<file path="src/hdl/ufst_pkg.sv">
package ufst_pkg;

    localparam int ID_W    = 32;
    localparam int WORD_W  = 64;
    localparam int FRAME_W = 3 * WORD_W;
    localparam int STAT_W  = 3;
    localparam int OCC_W   = 5;

    // low status bits that must be clear in a saved frame
    localparam logic [WORD_W-1:0] STATUS_LOW_MASK = 64'hF;

    typedef enum logic [1:0] {
        CMD_ADMIT,
        CMD_CAPTURE,
        CMD_RESTORE,
        CMD_RETIRE
    } t_cmd;

    typedef enum logic [STAT_W-1:0] {
        ST_OK,
        ST_RESERVED,
        ST_BAD_FRAME,
        ST_DUPLICATE,
        ST_UNKNOWN,
        ST_FULL
    } t_status;

    typedef enum logic [1:0] {
        S_IDLE,
        S_SCAN,
        S_FETCH,
        S_EXEC
    } t_state;

    typedef struct packed {
        logic done;
        logic found;
        logic free_found;
    } t_srch_flags;

    function automatic logic frame_ok(
        input logic [WORD_W-1:0] st,
        input logic [WORD_W-1:0] addr,
        input logic [WORD_W-1:0] sp
    );
        return ((st & STATUS_LOW_MASK) == '0) && (addr != '0) && (sp != '0);
    endfunction

endpackage

</file>
<file path="src/hdl/ufst_ram.sv">
module ufst_ram #(
    parameter int WIDTH = 32,
    parameter int DEPTH = 16
) (
    input  logic                                   i_clk,
    input  logic                                   i_we,
    input  logic [(DEPTH > 1 ? $clog2(DEPTH) : 1)-1:0] i_waddr,
    input  logic [WIDTH-1:0]                       i_wdata,
    input  logic [(DEPTH > 1 ? $clog2(DEPTH) : 1)-1:0] i_raddr,
    output logic [WIDTH-1:0]                       o_rdata
);

    logic [WIDTH-1:0] r_mem [DEPTH];

    always_ff @(posedge i_clk) begin
        if (i_we) begin
            r_mem[i_waddr] <= i_wdata;
        end
        o_rdata <= r_mem[i_raddr];
    end

endmodule

</file>
<file path="src/hdl/ufst_search.sv">
module ufst_search
    import ufst_pkg::*;
#(
    parameter int SLOT_COUNT = 16,
    parameter int IW         = 4
) (
    input  logic                  i_clk,
    input  logic                  i_rst_n,
    input  logic                  i_start,
    input  logic [ID_W-1:0]       i_id,
    input  logic [SLOT_COUNT-1:0] i_used,
    input  logic [ID_W-1:0]       i_rdata,
    output logic [IW-1:0]         o_raddr,
    output t_srch_flags           o_flags,
    output logic [IW-1:0]         o_hit_idx,
    output logic [IW-1:0]         o_free_idx
);

    localparam logic [IW-1:0] LAST = IW'(SLOT_COUNT - 1);

    logic            r_rd_act;
    logic            r_cmp_act;
    logic            r_done;
    logic            r_found;
    logic            r_free_found;
    logic [IW-1:0]   r_rd_idx;
    logic [IW-1:0]   r_cmp_idx;
    logic [IW-1:0]   r_hit;
    logic [IW-1:0]   r_free;
    logic [ID_W-1:0] r_id;
    logic            hit_now;
    logic            free_now;

    // compare stage sees the thread id read in the cycle before
    assign hit_now  = r_cmp_act && i_used[r_cmp_idx] && (i_rdata == r_id);
    assign free_now = r_cmp_act && !i_used[r_cmp_idx];

    always_ff @(posedge i_clk) begin
        if (!i_rst_n) begin
            r_rd_act     <= 1'b0;
            r_cmp_act    <= 1'b0;
            r_done       <= 1'b0;
            r_found      <= 1'b0;
            r_free_found <= 1'b0;
        end else begin
            r_done    <= r_cmp_act && (r_cmp_idx == LAST);
            r_cmp_act <= r_rd_act;
            if (i_start) begin
                r_rd_act     <= 1'b1;
                r_found      <= 1'b0;
                r_free_found <= 1'b0;
            end else begin
                if (r_rd_act && (r_rd_idx == LAST)) begin
                    r_rd_act <= 1'b0;
                end
                if (hit_now) begin
                    r_found <= 1'b1;
                end
                if (free_now) begin
                    r_free_found <= 1'b1;
                end
            end
        end
    end

    always_ff @(posedge i_clk) begin
        r_cmp_idx <= r_rd_idx;
        if (i_start) begin
            r_id     <= i_id;
            r_rd_idx <= '0;
        end else if (r_rd_act) begin
            r_rd_idx <= r_rd_idx + 1'b1;
        end
        // keep the lowest matching and lowest free slot
        if (hit_now && !r_found) begin
            r_hit <= r_cmp_idx;
        end
        if (free_now && !r_free_found) begin
            r_free <= r_cmp_idx;
        end
    end

    assign o_raddr            = r_rd_idx;
    assign o_flags.done       = r_done;
    assign o_flags.found      = r_found;
    assign o_flags.free_found = r_free_found;
    assign o_hit_idx          = r_hit;
    assign o_free_idx         = r_free;

endmodule

</file>
<file path="src/hdl/user_frame_slot_table_unit.sv">
// an accepted item passes through the scan, fetch and exec states before o_out_valid
// rises from the result register; items are taken one at a time, and the scan of the
// thread id ram reads one slot per cycle, followed by a frame ram read and a write-back
// the result register lets the next item in while a result waits
// reset: synchronous active low, clears the occupied bits, the count and the
// reserved id register; ram contents are masked by the occupied bits until written
module user_frame_slot_table_unit
    import ufst_pkg::*;
#(
    parameter int SLOT_COUNT = 16
) (
    input  logic              i_clk,
    input  logic              i_rst_n,
    input  logic              i_cfg_we,
    input  logic [ID_W-1:0]   i_cfg_wdata,
    input  logic              i_in_valid,
    output logic              o_in_ready,
    input  logic [1:0]        i_cmd,
    input  logic [ID_W-1:0]   i_thread_id,
    input  logic [WORD_W-1:0] i_saved_status,
    input  logic [WORD_W-1:0] i_return_address,
    input  logic [WORD_W-1:0] i_user_stack,
    output logic              o_out_valid,
    input  logic              i_out_ready,
    output logic [STAT_W-1:0] o_status,
    output logic              o_found,
    output logic [WORD_W-1:0] o_status_out,
    output logic [WORD_W-1:0] o_address_out,
    output logic [WORD_W-1:0] o_stack_out,
    output logic [OCC_W-1:0]  o_occupancy
);

    localparam int IW = (SLOT_COUNT > 1) ? $clog2(SLOT_COUNT) : 1;
    localparam int CW = $clog2(SLOT_COUNT + 1);

    t_state            r_state, n_state;
    logic [ID_W-1:0]   r_resv;
    t_cmd              r_cmd;
    logic [ID_W-1:0]   r_id;
    logic [WORD_W-1:0] r_st, r_addr, r_sp;
    logic [SLOT_COUNT-1:0] r_used, n_used;
    logic [CW-1:0]     r_count, n_count;

    logic              r_out_valid;
    logic [STAT_W-1:0] r_out_status;
    logic              r_out_found;
    logic [WORD_W-1:0] r_out_st, r_out_addr, r_out_sp;
    logic [OCC_W-1:0]  r_out_occ;

    logic              start;
    logic              can_load;
    logic              exec_go;
    t_status           res_status;
    logic              res_ok;
    logic              thr_we, frm_we;
    logic              set_used, clr_used;
    logic [IW-1:0]     waddr;

    logic [IW-1:0]     thr_raddr;
    logic [ID_W-1:0]   thr_rdata;
    logic [FRAME_W-1:0] frm_rdata;
    logic [WORD_W-1:0] rd_st, rd_addr, rd_sp;

    t_srch_flags       flags;
    logic [IW-1:0]     hit_idx, free_idx;

    ufst_search #(
        .SLOT_COUNT (SLOT_COUNT),
        .IW         (IW)
    ) u_search (
        .i_clk      (i_clk),
        .i_rst_n    (i_rst_n),
        .i_start    (start),
        .i_id       (i_thread_id),
        .i_used     (r_used),
        .i_rdata    (thr_rdata),
        .o_raddr    (thr_raddr),
        .o_flags    (flags),
        .o_hit_idx  (hit_idx),
        .o_free_idx (free_idx)
    );

    ufst_ram #(
        .WIDTH (ID_W),
        .DEPTH (SLOT_COUNT)
    ) u_thread_ram (
        .i_clk   (i_clk),
        .i_we    (thr_we),
        .i_waddr (waddr),
        .i_wdata (r_id),
        .i_raddr (thr_raddr),
        .o_rdata (thr_rdata)
    );

    ufst_ram #(
        .WIDTH (FRAME_W),
        .DEPTH (SLOT_COUNT)
    ) u_frame_ram (
        .i_clk   (i_clk),
        .i_we    (frm_we),
        .i_waddr (waddr),
        .i_wdata ({r_st, r_addr, r_sp}),
        .i_raddr (hit_idx),
        .o_rdata (frm_rdata)
    );

    assign rd_st   = frm_rdata[FRAME_W-1 -: WORD_W];
    assign rd_addr = frm_rdata[2*WORD_W-1 -: WORD_W];
    assign rd_sp   = frm_rdata[WORD_W-1:0];

    // next state
    always_comb begin
        n_state = r_state;
        unique case (r_state)
            S_IDLE:  if (i_in_valid) n_state = S_SCAN;
            S_SCAN:  if (flags.done) n_state = S_FETCH;
            S_FETCH: n_state = S_EXEC;
            S_EXEC:  if (can_load) n_state = S_IDLE;
            default: n_state = S_IDLE;
        endcase
    end

    // outputs and command decisions
    always_comb begin
        o_in_ready = (r_state == S_IDLE);
        start      = o_in_ready && i_in_valid;
        can_load   = !r_out_valid || i_out_ready;
        exec_go    = (r_state == S_EXEC) && can_load;
        res_status = ST_OK;
        res_ok     = 1'b0;
        thr_we     = 1'b0;
        frm_we     = 1'b0;
        set_used   = 1'b0;
        clr_used   = 1'b0;
        waddr      = hit_idx;
        unique case (r_cmd)
            CMD_ADMIT: begin
                waddr = free_idx;
                if (r_id == r_resv) begin
                    res_status = ST_RESERVED;
                end else if (!frame_ok(r_st, r_addr, r_sp)) begin
                    res_status = ST_BAD_FRAME;
                end else if (flags.found) begin
                    res_status = ST_DUPLICATE;
                end else if (!flags.free_found) begin
                    res_status = ST_FULL;
                end else begin
                    thr_we   = 1'b1;
                    frm_we   = 1'b1;
                    set_used = 1'b1;
                end
            end
            CMD_CAPTURE: begin
                if (!frame_ok(r_st, r_addr, r_sp)) begin
                    res_status = ST_BAD_FRAME;
                end else if (!flags.found) begin
                    res_status = ST_UNKNOWN;
                end else begin
                    frm_we = 1'b1;
                end
            end
            CMD_RESTORE: begin
                if (!flags.found) begin
                    res_status = ST_UNKNOWN;
                end else if (!frame_ok(rd_st, rd_addr, rd_sp)) begin
                    res_status = ST_BAD_FRAME;
                end else begin
                    res_ok = 1'b1;
                end
            end
            CMD_RETIRE: begin
                if (!flags.found) begin
                    res_status = ST_UNKNOWN;
                end else begin
                    clr_used = 1'b1;
                end
            end
            default: res_status = ST_OK;
        endcase
        thr_we   = thr_we && exec_go;
        frm_we   = frm_we && exec_go;
        set_used = set_used && exec_go;
        clr_used = clr_used && exec_go;
    end

    always_comb begin
        n_used  = r_used;
        n_count = r_count;
        if (set_used) begin
            n_used[waddr] = 1'b1;
            n_count       = r_count + 1'b1;
        end else if (clr_used) begin
            n_used[waddr] = 1'b0;
            n_count       = r_count - 1'b1;
        end
    end

    always_ff @(posedge i_clk) begin
        if (!i_rst_n) begin
            r_state     <= S_IDLE;
            r_resv      <= '0;
            r_used      <= '0;
            r_count     <= '0;
            r_out_valid <= 1'b0;
        end else begin
            r_state <= n_state;
            r_used  <= n_used;
            r_count <= n_count;
            if (i_cfg_we) begin
                r_resv <= i_cfg_wdata;
            end
            if (exec_go) begin
                r_out_valid <= 1'b1;
            end else if (i_out_ready) begin
                r_out_valid <= 1'b0;
            end
        end
    end

    always_ff @(posedge i_clk) begin
        if (start) begin
            r_cmd  <= t_cmd'(i_cmd);
            r_id   <= i_thread_id;
            r_st   <= i_saved_status;
            r_addr <= i_return_address;
            r_sp   <= i_user_stack;
        end
        if (exec_go) begin
            r_out_status <= res_status;
            r_out_found  <= flags.found;
            r_out_st     <= res_ok ? rd_st   : '0;
            r_out_addr   <= res_ok ? rd_addr : '0;
            r_out_sp     <= res_ok ? rd_sp   : '0;
            r_out_occ    <= OCC_W'(n_count);
        end
    end

    assign o_out_valid   = r_out_valid;
    assign o_status      = r_out_status;
    assign o_found       = r_out_found;
    assign o_status_out  = r_out_st;
    assign o_address_out = r_out_addr;
    assign o_stack_out   = r_out_sp;
    assign o_occupancy   = r_out_occ;

endmodule

</file>
<file path="config.mk">
export PLATFORM = sky130hd
export DESIGN_NAME = user_frame_slot_table_unit
export DESIGN_NICKNAME = d
export VERILOG_FILES = /design/src/hdl/ufst_pkg.sv /design/src/hdl/ufst_ram.sv /design/src/hdl/ufst_search.sv /design/src/hdl/user_frame_slot_table_unit.sv
export SDC_FILE = /design/constraint.sdc
export NUM_CORES = 2
export LEC_CHECK = 0
export BUFFER_PORTS_ARGS = -buffer_cell sky130_fd_sc_hd__buf_2
export CORE_MARGIN = 4
export CORE_UTILIZATION = 62
export DETAILED_ROUTE_END_ITERATION = 8
export PLACE_DENSITY_LB_ADDON = 0.25
export SKIP_LAST_GASP = 1
export SLEW_MARGIN = 10
export SYNTH_ARGS = -nofsm -noshare
export SYNTH_HDL_FRONTEND = slang
export SYNTH_SLANG_ARGS = --single-unit
</file>
<file path="constraint.sdc">
create_clock -name i_clk -period 29.2 [get_ports i_clk]
set_input_delay 1.46 -clock i_clk [delete_from_list [all_inputs] [get_ports i_clk]]
set_output_delay 1.46 -clock i_clk [all_outputs]
set_load 0.05 [all_outputs]
</file>
==> metrics.cfg <==
[timing]
finalCriticalPeriod_ns = 6.53
slew_headroom_pct = 15.2
rsz0062_at_grt = false
setup_viol = 0
setup-tns-final_ns = 0
fmax_ghz = 0.153
hold_viol = 0
setup_ws_ns = 22.67
drv_slew = 0
worst_pin_slew_ns = 1.27
fin_crit_sh_pct = 22.4
fin_skew_ns = 0.100

[pwr]
p_seq_share_pct = 55.3
internal_power_uw = 10700
p_switching_uw = 3030
ir_drop_mv = 0.0754
combPwrFrac_pct = 4.5
leakagePower_uw = 0.0566
p_per_area_nw_per_um2 = 77.0
switching_share_pct = 22.1
power_frac_clock_pct = 40.2

[logic_synthesis]
synth_seq_cells = 4312
synthesis.area_um2 = 158000
synthCells = 6444
synth-async-reset-ratio_pct = 0
seq_area_frac_synth_pct = 80.3
synth.distinct_cells = 53
ys.flop_type = edfxtp_1
synth-edff-count = 4019
syn_avg_cell_area_um2 = 24.4
yosysWarnings = 0

[place]
dpl_cell_area_um2 = 164000
portBuffers = 465
dp_slack_ns = 21.75
dpl.hpwl_um = 188000
gp_congestion = 0.804

[global_route]
grt_util_all_layers_pct = 29.2
antenna_found_initial = 24
grt-ovfl-total = 0
grt_pass1_vias = 75600
grt_max_degree = 157
grt_pass1_wl_um = 549000

[flow_run]
cap_violations = 0

[floorplanning]
start_util_pct = 62.5
num_io_pins = 466
core_area_um2 = 252000
die_h_um = 512
dieArea_um2 = 262000
num_rows = 184
die_w_um = 512

[setup_path]
start_kind = flip-flop
critPathRequiredTime_ns = 29.76
cp-end-kind = flip-flop
crit_path_max_fanout = 41
crit_type = flip-flop to flip-flop
worstPathArrival_ns = 7.09

[routing]
detail_route.vias_per_cell = 6.76
drt_iter0_drc = 11100
routed_wirelength_um = 379000
postRouteAntennaNets = 0
wl_per_cell_um = 34.9
routed-via-count = 73400
firstDrtPassIters = 7
drc_errors = 0

[cts]
clkTransAtPathRegs_ns = 0.06
cts_sinks = 4312
clock_latency_ns = 1.02
ctsRootBufferMaster = clkbuf_16
numCtsBuffers = 423
h-tree-depth = 5
clockBufferDepth = 4
holdBufCountCts = 0
post_cts_buffers = 0
cts-resized-gates = 0
cts_tree = done

[final_layout]
syn_to_final_growth_pct = 13.1
nFillCells = 14000
design_area_um2 = 178000
regArea_um2 = 127000
multiInputGateArea_um2 = 29700
final_core_util_pct = 70.7
fin_nets = 7427
drive_gt1_share_pct = 31.6

[status]
status = complete, no violations

[hold_path]
min_path_type = flip-flop to flip-flop

-- cell usage in the layout, fill, tap and decap left out, types with 7 or more instances in the layout --
cell type	synthesis	routed
nand3_1	10	10
o21ai_0	26	26
nand4_1	34	34
a211oi_1	17	17
clkbuf_8	0	56
nor2b_1	20	19
nand2_1	28	28
edfxtp_1	4019	4019
ha_1	7	7
inv_1	24	24
nand2b_1	9	9
clkbuf_16	0	427
clkinvlp_4	0	18
mux2i_1	53	53
clkinv_1	0	50
buf_2	109	465
nor2_4	0	16
and2_1	190	189
diode_2	0	8
buf_12	0	18
a21oi_2	7	7
a21oi_1	37	37
or3_1	12	12
inv_6	0	7
or3_4	7	7
xnor2_1	64	64
buf_4	7	99
nor2_1	65	49
nor4_1	71	68
dfxtp_1	293	289
mux4_2	1108	1108
bufinv_16	0	48
clkbuf_1	152	93
clkinv_2	0	63
-- power groups by stage --
stage | combinational, uW | sequential (uW) | clock (uW)
after floorplan | 336 | 7670 | 0
after CTS | 618 | 7570 | 5580
after global placement | 606 | 7660 | 0
final | 612 | 7580 | 5520
after global routing | 642 | 7620 | 5860
after detailed placement | 613 | 7700 | 0
-- layer usage --
layer | GRT usage, % | part of all wire (%)
met1 | 42.1 | 37
met4 | 8.64 | 3.0
met3 | 5.93 | 10
met5 | 0 | 0.015
met2 | 46.5 | 49
-- cell usage after synthesis (all sizes together) (3+ instances only) --
cell type  instances  area, um2
a211oi            17        128
a21oi             44        246
a31oi              4       25.0
and2             190       1190
and3               3       18.8
buf              142        722
clkbuf           154        581
dfxtp            293       5870
edfxtp          4019     121000
ha                 7       87.6
inv               26       97.6
mux2i             53        531
mux4            1108      25000
nand2             28        105
nand2b             9       56.3
nand3             10       50.1
nand3b             4       30.0
nand4             34        213
nor2              65        244
nor2b             20        125
nor3               7       40.0
nor4              74        482
o21ai             27        139
or3               19        154
xnor2             64        561
xor2               6       52.6
-- worst max-delay path, cell delays in order (launching register included) --
cell and delay [ns]:
edfxtp_1 0.81, nor4_1 0.12, nand4_1 0.29, nor4_2 0.19, nor3_2 0.74, o21ai_4 0.09
buf_4 0.31, nor2_4 0.95, buf_4 0.83, buf_4 0.74, buf_4 0.80
-- layout make-up --
type                    instances  area share [%]
flip-flops and latches       4312            71.0
multi-input cells            1812            16.7
clock buffers                 576            6.63
well taps                    3348            2.35
repair buffers                582            1.93
clock inverters               198            1.30
inverters                      26          0.0548
diodes                          8          0.0112
-- cells by family after synthesis --
kind of cell,Yosys count,synth area share [%]
compound gates,98,0.373
other cells,1,0.00238
fa+ha+maj,7,0.0556
mux,1161,16.2
xor+xnor,70,0.389
simple gates,472,1.77
buf+inv,323,0.895
flops,4312,80.3
-- path summary, 6_finish.rpt --
kind	from	endpoint	slack, ns	cells after the start
setup reg to reg	r_addr[30]	u_frame_ram.r_mem[14][40]	22.67	10
hold / removal	flip-flop	flip-flop	0.48	2
setup / recovery	r_addr[30]	u_frame_ram.r_mem[14][40]	22.67	10
hold reg to reg	flip-flop	flip-flop	0.48	2
-- per-stage QoR --
stage               instances  power, uW  hold slack (ns)
floorplan                6447       8010            0.329
global placement        10100       8270            0.460
detailed placement      10100       8310            0.472
CTS                     10900      13800            0.480
global route            10900      14100            0.515
finish                  10900      13700            0.480
-- state kept, by name, indices dropped and copies added, names as in the netlist, 2 cells and up, named ones only --
name	cells
r_st	64
r_sp	64
r_addr	64
r_id	32
o_stack_out	64
u_frame_ram.o_rdata	192
u_frame_ram.r_mem	3072
r_count	5
u_search.o_raddr	4
r_resv	32
o_status_out	64
u_thread_ram.o_rdata	32
u_search.r_cmp_idx	4
o_status	3
r_cmd	2
u_search.o_hit_idx	4
u_search.o_free_idx	4
o_address_out	64
o_occupancy	5
r_state	2
u_thread_ram.r_mem	512
No activity file was read; power rests on OpenSTA's default activity.
